[src/caldn_pkg.sv]
// ----------------------------------------------------------------------------
// caldn_pkg
// Shared types, field layout and calendar tables for the date converter.
// ----------------------------------------------------------------------------
`default_nettype none

package caldn_pkg;

   typedef enum logic [3:0] {
      ST_OK       = 4'd0,
      ST_YEAR     = 4'd1,
      ST_MONTH    = 4'd2,
      ST_DAY      = 4'd3,
      ST_YDAY     = 4'd4,
      ST_FEB29    = 4'd5,
      ST_YDAY366  = 4'd6,
      ST_HOUR     = 4'd7,
      ST_MINUTE   = 4'd8,
      ST_SECOND   = 4'd9
   } status_type;

   localparam int REQ_DATA_W = 72;
   localparam int REQ_USER_W = 2;
   localparam int RSP_DATA_W = 80;

   localparam logic [11:0] YEAR_MIN      = 12'd1900;
   localparam logic [11:0] YEAR_MAX      = 12'd2400;
   localparam logic [8:0]  YDAY_MAX      = 9'd366;
   localparam logic [25:0] SECOND_US_MAX = 26'd59999999;
   localparam logic [18:0] EPOCH_OFFSET  = 19'd36524;

   // first day of year of each month, leap year layout
   function automatic logic [8:0] month_start(input logic [3:0] mi);
      logic [8:0] s;
      case (mi)
         4'd0:    s = 9'd1;
         4'd1:    s = 9'd32;
         4'd2:    s = 9'd61;
         4'd3:    s = 9'd92;
         4'd4:    s = 9'd122;
         4'd5:    s = 9'd153;
         4'd6:    s = 9'd183;
         4'd7:    s = 9'd214;
         4'd8:    s = 9'd245;
         4'd9:    s = 9'd275;
         4'd10:   s = 9'd306;
         4'd11:   s = 9'd336;
         default: s = 9'd1;
      endcase
      return s;
   endfunction

   function automatic logic [8:0] start_of(input logic [3:0] mi, input logic leap);
      logic [8:0] s;
      s = month_start(mi);
      if (!leap && mi > 4'd1) begin
         s = s - 9'd1;
      end
      return s;
   endfunction

   // longest length of each month (Feb 29 allowed)
   function automatic logic [4:0] month_len(input logic [3:0] mi);
      logic [4:0] n;
      case (mi)
         4'd1:    n = 5'd29;
         4'd3,
         4'd5,
         4'd8,
         4'd10:   n = 5'd30;
         default: n = 5'd31;
      endcase
      return n;
   endfunction

endpackage

`default_nettype wire

[src/calendar_date_to_day_number.sv]
// ----------------------------------------------------------------------------
// calendar_date_to_day_number
// Gregorian date check and conversion to day of year, day number and
// time of day in microseconds.
// ----------------------------------------------------------------------------
// Usage:
//   req channel: one parsed date per item. req_tuser selects the date form
//   (year/month/day or year/day of year) and whether the time fields count.
//   rsp channel: one result per item, in order: status, leap flag, month,
//   day, day of year, day number (Jan 1 2000 = 1, signed) and microseconds
//   since midnight. All fields except status are zero on a failed check.
//   Path: an accepted item goes into the input register and is offered on
//   rsp from the result register once it has been converted.
//   Throughput: one item per cycle while rsp_tready stays high; the input
//   register and the result register each hold one item, and conversion
//   is a single pass of logic between them.
//   Stall: while rsp_tready is low the result register holds its item; the
//   input register still takes one more item, then req_tready drops until
//   the result is taken.
//   Reset: synchronous, clears both stage valids; nothing is offered and
//   items are accepted in the first cycle after reset.
// ----------------------------------------------------------------------------
`default_nettype none

module calendar_date_to_day_number
   import caldn_pkg::*;
(
   input  wire logic                  clock,
   input  wire logic                  reset,
   input  wire logic                  req_tvalid,
   output logic                       req_tready,
   // year[11:0] month[15:12] day[20:16] year_day[29:21] hour[35:30]
   // minute[41:36] second_us[67:42], zero pad[71:68]
   input  wire logic [REQ_DATA_W-1:0] req_tdata,
   // day_of_year_mode[0] with_time[1]
   input  wire logic [REQ_USER_W-1:0] req_tuser,
   output logic                       rsp_tvalid,
   input  wire logic                  rsp_tready,
   // status[3:0] is_leap[4] out_month[8:5] out_day[13:9] out_year_day[22:14]
   // day_number[41:23] seconds_of_day_us[78:42], zero pad[79]
   output logic [RSP_DATA_W-1:0]      rsp_tdata
);

   logic                  a_valid_ff, a_valid_in;
   logic [REQ_DATA_W-1:0] a_data_ff;
   logic [REQ_USER_W-1:0] a_user_ff;
   logic                  b_valid_ff, b_valid_in;
   logic [RSP_DATA_W-1:0] b_data_ff, b_data_in;
   logic                  b_load;

   assign b_load     = a_valid_ff && (!b_valid_ff || rsp_tready);
   assign req_tready = !a_valid_ff || b_load;
   assign a_valid_in = (req_tvalid && req_tready) || (a_valid_ff && !b_load);
   assign b_valid_in = b_load || (b_valid_ff && !rsp_tready);

   always_ff @(posedge clock) begin
      if (reset) begin
         a_valid_ff <= 1'b0;
         b_valid_ff <= 1'b0;
      end else begin
         a_valid_ff <= a_valid_in;
         b_valid_ff <= b_valid_in;
      end
   end

   always_ff @(posedge clock) begin
      if (req_tvalid && req_tready) begin
         a_data_ff <= req_tdata;
         a_user_ff <= req_tuser;
      end
      if (b_load) begin
         b_data_ff <= b_data_in;
      end
   end

   assign rsp_tvalid = b_valid_ff;
   assign rsp_tdata  = b_data_ff;

   // conversion
   logic        yd_mode, timed, leap;
   logic [11:0] year;
   logic [3:0]  month, mon_out;
   logic [4:0]  day, day_out;
   logic [8:0]  yday, doy, y1, jleap, start;
   logic [5:0]  hour, minute;
   logic [25:0] sec_us;
   logic [1:0]  corr;
   logic [17:0] dn_sum;
   logic [18:0] dn;
   logic [36:0] us;
   status_type  status;

   assign yd_mode = a_user_ff[0];
   assign timed   = a_user_ff[1];
   assign year    = a_data_ff[11:0];
   assign month   = a_data_ff[15:12];
   assign day     = a_data_ff[20:16];
   assign yday    = a_data_ff[29:21];
   assign hour    = timed ? a_data_ff[35:30] : 6'd0;
   assign minute  = timed ? a_data_ff[41:36] : 6'd0;
   assign sec_us  = timed ? a_data_ff[67:42] : 26'd0;

   assign leap = (year[1:0] == 2'd0) && (year != 12'd1900) && (year != 12'd2100)
              && (year != 12'd2200) && (year != 12'd2300);

   always_comb begin
      mon_out = 4'd0;
      if (yd_mode) begin
         doy = yday;
         for (int mi = 0; mi < 12; mi++) begin
            if (doy >= start_of(4'(mi), leap)) begin
               mon_out = 4'(mi + 1);
            end
         end
         start   = start_of(mon_out - 4'd1, leap);
         day_out = 5'(doy - start + 9'd1);
      end else begin
         mon_out = month;
         day_out = day;
         start   = start_of(month - 4'd1, leap);
         doy     = 9'(day) + start - 9'd1;
      end
   end

   always_comb begin
      y1 = 9'(year - YEAR_MIN);
      if (year >= 12'd2301) begin
         corr = 2'd3;
      end else if (year >= 12'd2201) begin
         corr = 2'd2;
      end else if (year >= 12'd2101) begin
         corr = 2'd1;
      end else begin
         corr = 2'd0;
      end
      jleap = 9'd0;
      if (y1 != 9'd0) begin
         jleap = ((y1 - 9'd1) >> 2) - 9'(corr);
      end
      dn_sum = 18'(y1) * 18'd365 + 18'(jleap) + 18'(doy);
      dn     = {1'b0, dn_sum} - EPOCH_OFFSET;
   end

   assign us = 37'(hour) * 37'd3600000000 + 37'(minute) * 37'd60000000 + 37'(sec_us);

   always_comb begin
      status = ST_OK;
      if (year < YEAR_MIN || year > YEAR_MAX) begin
         status = ST_YEAR;
      end else if (!yd_mode && (month < 4'd1 || month > 4'd12)) begin
         status = ST_MONTH;
      end else if (!yd_mode && (day < 5'd1 || day > month_len(month - 4'd1))) begin
         status = ST_DAY;
      end else if (yd_mode && (yday < 9'd1 || yday > YDAY_MAX)) begin
         status = ST_YDAY;
      end else if (!yd_mode && month == 4'd2 && !leap && day > 5'd28) begin
         status = ST_FEB29;
      end else if (yd_mode && !leap && yday == YDAY_MAX) begin
         status = ST_YDAY366;
      end else if (hour > 6'd23) begin
         status = ST_HOUR;
      end else if (minute > 6'd59) begin
         status = ST_MINUTE;
      end else if (sec_us > SECOND_US_MAX) begin
         status = ST_SECOND;
      end
   end

   always_comb begin
      if (status == ST_OK) begin
         b_data_in = {1'b0, us, dn, doy, day_out, mon_out, leap, status};
      end else begin
         b_data_in = {{(RSP_DATA_W-4){1'b0}}, status};
      end
   end

`ifndef SYNTHESIS
   a_fail_zero: assert property (@(posedge clock) disable iff (reset)
      rsp_tvalid && rsp_tdata[3:0] != ST_OK |-> rsp_tdata[RSP_DATA_W-1:4] == '0)
      else $error("failed item carries nonzero fields");

   a_ok_month: assert property (@(posedge clock) disable iff (reset)
      rsp_tvalid && rsp_tdata[3:0] == ST_OK |->
         rsp_tdata[8:5] >= 4'd1 && rsp_tdata[8:5] <= 4'd12 && rsp_tdata[13:9] != 5'd0)
      else $error("valid date with bad month or day");

   a_ok_yday: assert property (@(posedge clock) disable iff (reset)
      rsp_tvalid && rsp_tdata[3:0] == ST_OK && !rsp_tdata[4] |->
         rsp_tdata[22:14] >= 9'd1 && rsp_tdata[22:14] <= 9'd365)
      else $error("common year day of year out of range");

   a_advance: assert property (@(posedge clock) disable iff (reset)
      b_load |=> rsp_tvalid)
      else $error("item moved to result stage but not offered");
`endif

endmodule

`default_nettype wire

[config.mk]
export PLATFORM = sky130hd
export DESIGN_NAME = calendar_date_to_day_number
export DESIGN_NICKNAME = d
export VERILOG_FILES = /design/src/caldn_pkg.sv /design/src/calendar_date_to_day_number.sv
export SDC_FILE = /design/constraint.sdc
export NUM_CORES = 1
export LEC_CHECK = 0
export BUFFER_PORTS_ARGS = -buffer_cell sky130_fd_sc_hd__buf_2
export CELL_PAD_IN_SITES_DETAIL_PLACEMENT = 1
export CELL_PAD_IN_SITES_GLOBAL_PLACEMENT = 1
export CORE_UTILIZATION = 43
export CTS_CLUSTER_SIZE = 10
export DETAILED_ROUTE_END_ITERATION = 12
export PLACE_DENSITY = 0.85
export REMOVE_ABC_BUFFERS = 1
export SETUP_SLACK_MARGIN = 0.5
export SLEW_MARGIN = 5
export SYNTH_ARGS = -nofsm -noshare
export SYNTH_HDL_FRONTEND = slang
export SYNTH_SLANG_ARGS = --single-unit
[constraint.sdc]
create_clock -name clock -period 8.5 [get_ports clock]
set_clock_uncertainty 0.15 [all_clocks]
set_input_delay 1.7 -clock clock [delete_from_list [all_inputs] [get_ports clock]]
set_output_delay 1.7 -clock clock [all_outputs]
set_load 0.01 [all_outputs]
; Word level (Yosys, flattened, before mapping)
; Memory sizes are Yosys's and may differ from the RTL's.
; Cells that the tools add are included.
[totals]
word_cells = 186
ram_bits = 0
rom_bits = 288
mem_count = 2
latch_bits = 0
reg_bits = 152
output_inout_bits = 82
[op_classes]
div_mod_pow = 0
mux = 73
eq_ne = 11
n_lt_le_gt_ge = 29
n_addsub = 26
shift = 0
n_reduce_logical = 36
multipliers = 3
n_bitwise = 0
[memory_table]
columns = name, depth, width, read_ports, rd_ports_with_merged_regs, wr, line
row1 = (no name shown), 16, 9, 1, 0, 0, caldn_pkg.sv:35  ; case (mi)
row2 = (no name shown), 16, 9, 1, 0, 0, caldn_pkg.sv:35
[ops]
columns = op, n
row1 = 2-to-1 mux 9 bit, 37
row2 = subtractor 9 x 1 -> 9 bit (second input constant), 13
row3 = greater-or-equal comparator 9 bit, 12
row4 = 2-to-1 mux 4 bit, 20
row5 = adder 37 x 26 -> 37 bit, 1
row6 = adder 37 x 32 -> 37 bit, 1
row7 = adder 18 x 9 -> 18 bit, 2
row8 = greater-or-equal comparator 12 bit (second input constant), 3
row9 = != test 12 bit (second input constant), 3
row10 = 2-to-1 mux 5 bit, 6
row11 = multiplier 6 x 22 -> 27 bit (second input constant), 1
row12 = > comparator 26 bit (second input constant), 1
row13 = 2-to-1 mux 26 bit, 1
row14 = multiplier 6 x 18 -> 24 bit (second input constant), 1
row15 = subtractor 18 x 16 -> 19 bit (second input constant), 1
row16 = logical AND 1 bit, 18
row17 = multiplier 9 x 9 -> 18 bit (second input constant), 1
row18 = > comparator 12 bit (second input constant), 1
row19 = < comparator 12 x 11 -> 1 bit (second input constant), 1
row20 = 2-to-1 mux 6 bit, 2
row21 = != test 12 x 11 -> 1 bit (second input constant), 1
row22 = adder 5 x 9 -> 9 bit, 1
row23 = equality test 9 bit (second input constant), 1
row24 = > comparator 9 bit (second input constant), 1
row25 = other kinds (28), 48

; Depth between registers and ports, before layout
; Gate-level depths: netlist of the first run.
; An unclocked memory read counts as a cell.
[depth]
ltp_word = 28
ltp_mapped = 41
depth_no_buf = 40

; Worst setup path after synthesis of the first run
; OpenSTA, ideal clock, no wires.
[synth_path]
path_kind = register -> register
startpoint = register a_data_ff[12]
endpoint = register b_data_ff[38] (netlist: rsp_tdata[38]) (data pin)
slack_ps = -293
required_time_ps = 8095
setup_time_ps = 255
path_buffers = 1
stages_incl_launch_ff = 37
arrival_ps = 8388
cell_sequence = edfxtp_1 buf_1 inv_1 ha_1 xor2_1 inv_1 ha_1 o21ai_0 a21oi_1 or2_2 ha_1 nand2_1 xnor2_1 ha_1 inv_1 ha_1 a21o_1 a21oi_1 o21bai_1 a21oi_1 o21bai_1 a21oi_1 xnor3_1 xnor2_1 o21a_1 fa_1 fa_1 fa_1 inv_1 ha_1 a21o_1 a31o_2 nor3b_1 or3_1 a21o_1 or4_1 and3_1
[synth_via]
elab_chain_cells = 13
[synth_rtl]
columns = element, line
row1 = "start, declared", calendar_date_to_day_number.sv:45  ; logic [REQ_DATA_W-1:0] a_data_ff;
row2 = "start signal, assigned", calendar_date_to_day_number.sv:68  ; a_data_ff <= req_tdata;
row3 = "parallel branches: the longest is 13 deep, another holds subtractor 18 x 16 -> 19 bit", n/a
row4 = "end signal, assigned", calendar_date_to_day_number.sv:72  ; b_data_ff <= b_data_in;
row5 = "end, declared", calendar_date_to_day_number.sv:48  ; logic [RSP_DATA_W-1:0] b_data_ff, b_data_in;
; Several ways; the timed one is not identified. The select of a mux whose other input is x is not followed.
; A chain may end at the register's enable or synchronous reset.

; Final worst setup path of the first run
; Ends and elaborated chain as after synthesis.

==> flow_metrics.tcl, run 1 <==
set metrics [dict create \
    status "complete, but fails checks" \
    violations "DRC" \
    row_count 69 \
    seq_area_frac_synth 0.288 \
    startpoint "a_data_ff[12]" \
    ios 160 \
    vias_per_cell 5.61 \
    crit_path_end "rsp_tdata[38]" \
    die-area_sq_mm 0.0373 \
    num_vias 12900 \
    clock_latency_ns 0.47 \
    tightest_slew_ns 1.13 \
    crit_required_ns 8.58 \
    overflow 0 \
    r2r_start "a_data_ff[12]" \
    setup_viol 0 \
    holdWs_ns 0.381 \
    critPathMaxStageDelay_ns 0.58 \
    worst-path-stages 38 \
    wl_per_cell_microns 21.3 \
    clock_sinks 151 \
    critPathSlowestCell "fa_1" \
    fin_total_pwr_mw 8.26 \
    async_flop_share 0 \
    crit_path_end_kind "register" \
    hp-class "reg2reg" \
    cap_violations 0 \
    syn2layout_area_growth_pct 19.2 \
    finalCritPeriodShare 0.968 \
    antenna_found_initial 1 \
    cp_max_fo 4 \
    clk_pin_slew_ns 0.07 \
    numCtsBuffers 17 \
    first_pass_iters 9 \
    synthFlopType "edfxtp_1" \
    fin_crit_ns 8.22 \
    r2r_slack_ns 0.28 \
    yosysUniqueCellTypes 81 \
    powerDensity_mw_per_mm2 442 \
    worstReg2RegEnd "rsp_tdata[38]" \
    hpwl_mm 35.8 \
    grt.total_usage 0.256 \
    r2r_cells 38 \
    wl_mm 48.8 \
    syn-instance-count 1609 \
    cts_buffer_depth 2 \
    cp.buffers_inverters 8 \
    arrival_ns 8.30 \
    fin_nets 2221 \
    drive_above_1_share 0.215 \
    portBuffers 154 \
    synth.cell_area_sq_mm 0.0157 \
    drcViolationCount 21 \
    irDropWorstVdd_mv 0.521 \
    slew_violations 0 \
    grt_setup_unrepaired "true" \
    start_util 0.439 \
    setup-tns-final_ns 0 \
    cp_top_family "adder cells" \
    utilization 0.523 \
    startpoint_type "register" \
    grt_max_degree 80 \
    core_sq_mm 0.0357 \
    grt_pass1_vias 13900 \
    synth_area_per_cell_sq_um 9.75 \
    drtIter0Drc 742 \
    ys_ff_latch 151 \
    fmax_ghz 0.122 \
    hold_buffers 0 \
    path_class "reg2reg" \
    cts-root-buf "clkbuf_16" \
    p_leak_nw 8.71 \
    final-hold-violation-count 0 \
    grt_pass1_wl_mm 73.3 \
    synth-edff-count 149 \
    die_h_microns 193 \
    h-tree-depth 4 \
    route.antenna.remaining_nets 0 \
    gp_congestion 0.877 \
    maxSlewHeadroom 0.244 \
    die_x_microns 193 \
    cts_tree "done" \
    yosysWarnings 0 \
]
logic make-up (layout without fill, tap and decap cells):
group,Yosys count,after routing,share of synthesized area
AO/OA/AOI/OAI,308,308,0.131
XOR/XNOR,117,117,0.0674
adder cells (fa/ha/maj),322,322,0.299
buffers and inverters,247,472,0.0608
flip-flops,151,151,0.288
multiplexers,12,12,0.00797
other,1,2,0.000239
AND/OR/NAND/NOR,451,451,0.146
cell type report:
cell class | instances | area [sq um]
multi-input cells | 1211 | 10800
diodes | 1 | 2.50
well taps | 461 | 577
repair buffers | 231 | 1380
clock inverters | 15 | 206
inverters | 209 | 787
fillers | 4033 | 17000
clock buffers | 17 | 425
flip-flops and latches | 151 | 4510
worst min-delay path: stages, from the launching register on:
cell     delay (ns)
dfxtp_1        0.34
nor2_1         0.11
nor2_1         0.04
cells in the final DEF, fill, tap and decap left out, types with 22 or more instances in the layout:
cell type	synthesis	final
o21a_1	24	23
o21ai_0	54	43
nor3_1	34	32
ha_1	234	220
xor2_1	46	42
and2_1	36	34
nand2_1	93	89
fa_1	88	86
buf_2	7	154
nor2_1	122	119
and3_1	26	25
nand2b_1	22	22
edfxtp_1	149	149
a21oi_1	80	69
nand3_1	26	24
inv_1	209	193
buf_4	1	69
a21o_1	37	36
xnor2_1	69	63
metal layers:
layer / global-route usage / vias to the layer above / routed length, microns
li1: - / 6026 / -
met1: 0.295 / 6427 / 19600
met2: 0.469 / 318 / 25500
met3: 0.0395 / 104 / 1890
met4: 0.110 / 0 / 1820
met5: 0 / - / 0
state kept, by name, summed over array words and instances, names as in the netlist:
signal and count:
a_valid_ff 1, a_data_ff 68, rsp_tdata 79, rsp_tvalid 1, a_user_ff 2
worst min path at each step:
stage / start / endpoint / cells past startpoint
after global placement: a_valid_ff / rsp_tvalid / 2
after CTS: a_valid_ff / rsp_tvalid / 2
final: a_valid_ff / rsp_tvalid / 2
after floorplan: a_valid_ff / rsp_tvalid / 2
after global routing: a_valid_ff / rsp_tvalid / 2
after detailed placement: a_valid_ff / rsp_tvalid / 2
power breakdown:
part	internal (mW)	switching (mW)	leakage (nW)
Combinational	2.94	3.55	7.00
Clock	0.477	0.379	0.309
Sequential	0.883	0.0347	1.40
Total	4.29	3.96	8.71
timing repair:
item                                    4_1_cts  5_1_grt
resized for setup                            64       67
pin swaps                                    38       59
hold endpoints to repair                      0        0
buffers inserted                             14       15
endpoints found under the setup margin       10       10
Yosys cell counts (all sizes together), types with 35 or more instances:
master,number,area (sq um)
a21o,37,278
a21oi,81,417
edfxtp,149,4470
nor3,35,180
and2,37,234
o21ai,56,280
xnor2,70,632
ha,234,2930
fa,88,1760
nand2,93,349
inv,209,785
nor2,123,464
xor2,46,403
metrics by stage:
stage	cell area [sq um]	setup slack (ns)	std cells
2_1_floorplan	15500	-0.318	1571
4_1_cts	18300	0.498	2280
6_report	18700	0.276	2296
5_1_grt	18700	0.0580	2296
3_3_place_gp	17200	0.0532	2234
3_5_place_dp	17200	-0.194	2234
Note: power is estimated with default switching activity, not from simulation.
==> inputs of run 2 (changes only) <==
- CORE_UTILIZATION: 43 -> 48
- PLACE_DENSITY: 0.85 -> 0.9
- clock period: 8.5 -> 7.9 ns (I/O delays scaled with it)
==> flow_metrics.tcl, run 2 (synthesis results as in run 1) <==
set metrics [dict create \
    setup_viol 11 \
    clock_latency_ns 0.48 \
    die_h_microns 183 \
    instances_no_fill 2347 \
    wl_per_cell_microns 27.6 \
    slew_violations 0 \
    startpoint_type "register" \
    fin_crit_ns 8.66 \
    drive_above_1_share 0.267 \
    fmax_ghz 0.115 \
    die_x_microns 183 \
    row_count 65 \
    grt_setup_unrepaired "true" \
    finalCritPeriodShare 1.10 \
    clk_pin_slew_ns 0.08 \
    portBuffers 154 \
    hpwl_mm 38.5 \
    status "complete, but fails checks" \
    ios 160 \
    final-hold-violation-count 0 \
    r2r_cells 38 \
    final_common_cell "ha_1" \
    hold_depth 1 \
    r2r_slack_ns -0.76 \
    core_sq_mm 0.0319 \
    dp.cells 2276 \
    hp-class "reg2reg" \
    maxSlewHeadroom 0.159 \
    route.antenna.remaining_nets 0 \
    grt.total_usage 0.346 \
    cp.buffers_inverters 5 \
    post_dp_cell_area_sq_mm 0.0177 \
    antenna_found_initial 3 \
    finalWorstSetupSlack_ns -0.762 \
    cp_max_fo 6 \
    cts_tree "done" \
    worstReg2RegEnd "rsp_tdata[40]" \
    top_regs "rsp_tdata x79, a_data_ff x68, a_user_ff x2" \
    grt_max_degree 71 \
    die-area_sq_mm 0.0334 \
    cts-root-buf "clkbuf_16" \
    cp_top_family "compound AO/OA/AOI/OAI gates" \
    h-tree-depth 4 \
    num_vias 14900 \
    tightest_slew_ns 1.24 \
    grt_pass1_vias 15700 \
    crit_required_ns 8.04 \
    arrival_ns 8.80 \
    final_cell_area_sq_mm 0.0194 \
    crit_path_end_kind "register" \
    vias_per_cell 6.34 \
    regMostFlops "rsp_tdata" \
    violations "setup timing" \
    place_ws_ns -0.787 \
    wl_mm 64.8 \
    path_class "reg2reg" \
    syn2layout_area_growth_pct 23.7 \
    fin_nets 2298 \
    critPathMaxStageDelay_ns 0.53 \
    grt_pass1_wl_mm 88.4 \
    hold_start "a_data_ff[49]" \
    drcViolationCount 0 \
    drtIter0Drc 1440 \
    overflow 0 \
    clock_sinks 151 \
    holdPathEnd "rsp_tdata[49]" \
    first_pass_iters 6 \
    r2r_start "a_data_ff[12]" \
    hold_buffers 0 \
    largest_reg_flops 79 \
    start_util 0.492 \
    gp_congestion 0.920 \
    numCtsBuffers 17 \
    setup-tns-final_ns -4.65 \
    cts_buffer_depth 2 \
    final_cell_mix "ha_1, inv_1, buf_2" \
    cap_violations 0 \
    critPathSlowestCell "fa_1" \
]
==> run 2: cell type report <==
type / count / area [sq um]
fillers: 3562 / 12500
well taps: 435 / 544
repair buffers: 308 / 1990
flip-flops and latches: 151 / 4510
inverters: 209 / 785
clock inverters: 14 / 126
diodes: 1 / 2.50
clock buffers: 18 / 429
multi-input cells: 1211 / 11000
==> run 2: layer usage <==
metal / routed length [microns] / global-route usage / vias up
met5: 11 / 0 / -
met2: 31200 / 0.624 / 967
li1: - / - / 6183
met3: 5390 / 0.0645 / 420
met4: 5620 / 0.202 / 2
met1: 22600 / 0.381 / 7316
==> run 2: worst max path at each step <==
| stage | from | endpoint | depth (start not counted) |
|---|---|---|---|
| after global routing | a_data_ff[12] | rsp_tdata[40] | 37 |
| after global placement | a_data_ff[12] | rsp_tdata[38] | 35 |
| final | a_data_ff[12] | rsp_tdata[40] | 38 |
| after detailed placement | a_data_ff[12] | rsp_tdata[38] | 36 |
| after floorplan | a_data_ff[12] | rsp_tdata[38] | 35 |
| after CTS | a_data_ff[12] | rsp_tdata[38] | 35 |
==> run 2: through the flow <==
step | hold WS [ns] | utilization
floorplan | 0.328 | -
global route | 0.457 | 0.609
CTS | 0.428 | 0.594
detailed placement | 0.413 | 0.556
global placement | 0.353 | 0.556
finish | 0.424 | 0.609
==> run 2: what timing repair did <==
action	in CTS	in global routing
buffers inserted	21	17
setup endpoints to repair	20	22
resized for setup	109	78
pin swaps	59	51
Power of run 2 is not shown: default switching activity piles up to over one toggle a cycle in this logic, so the estimate is an artifact.
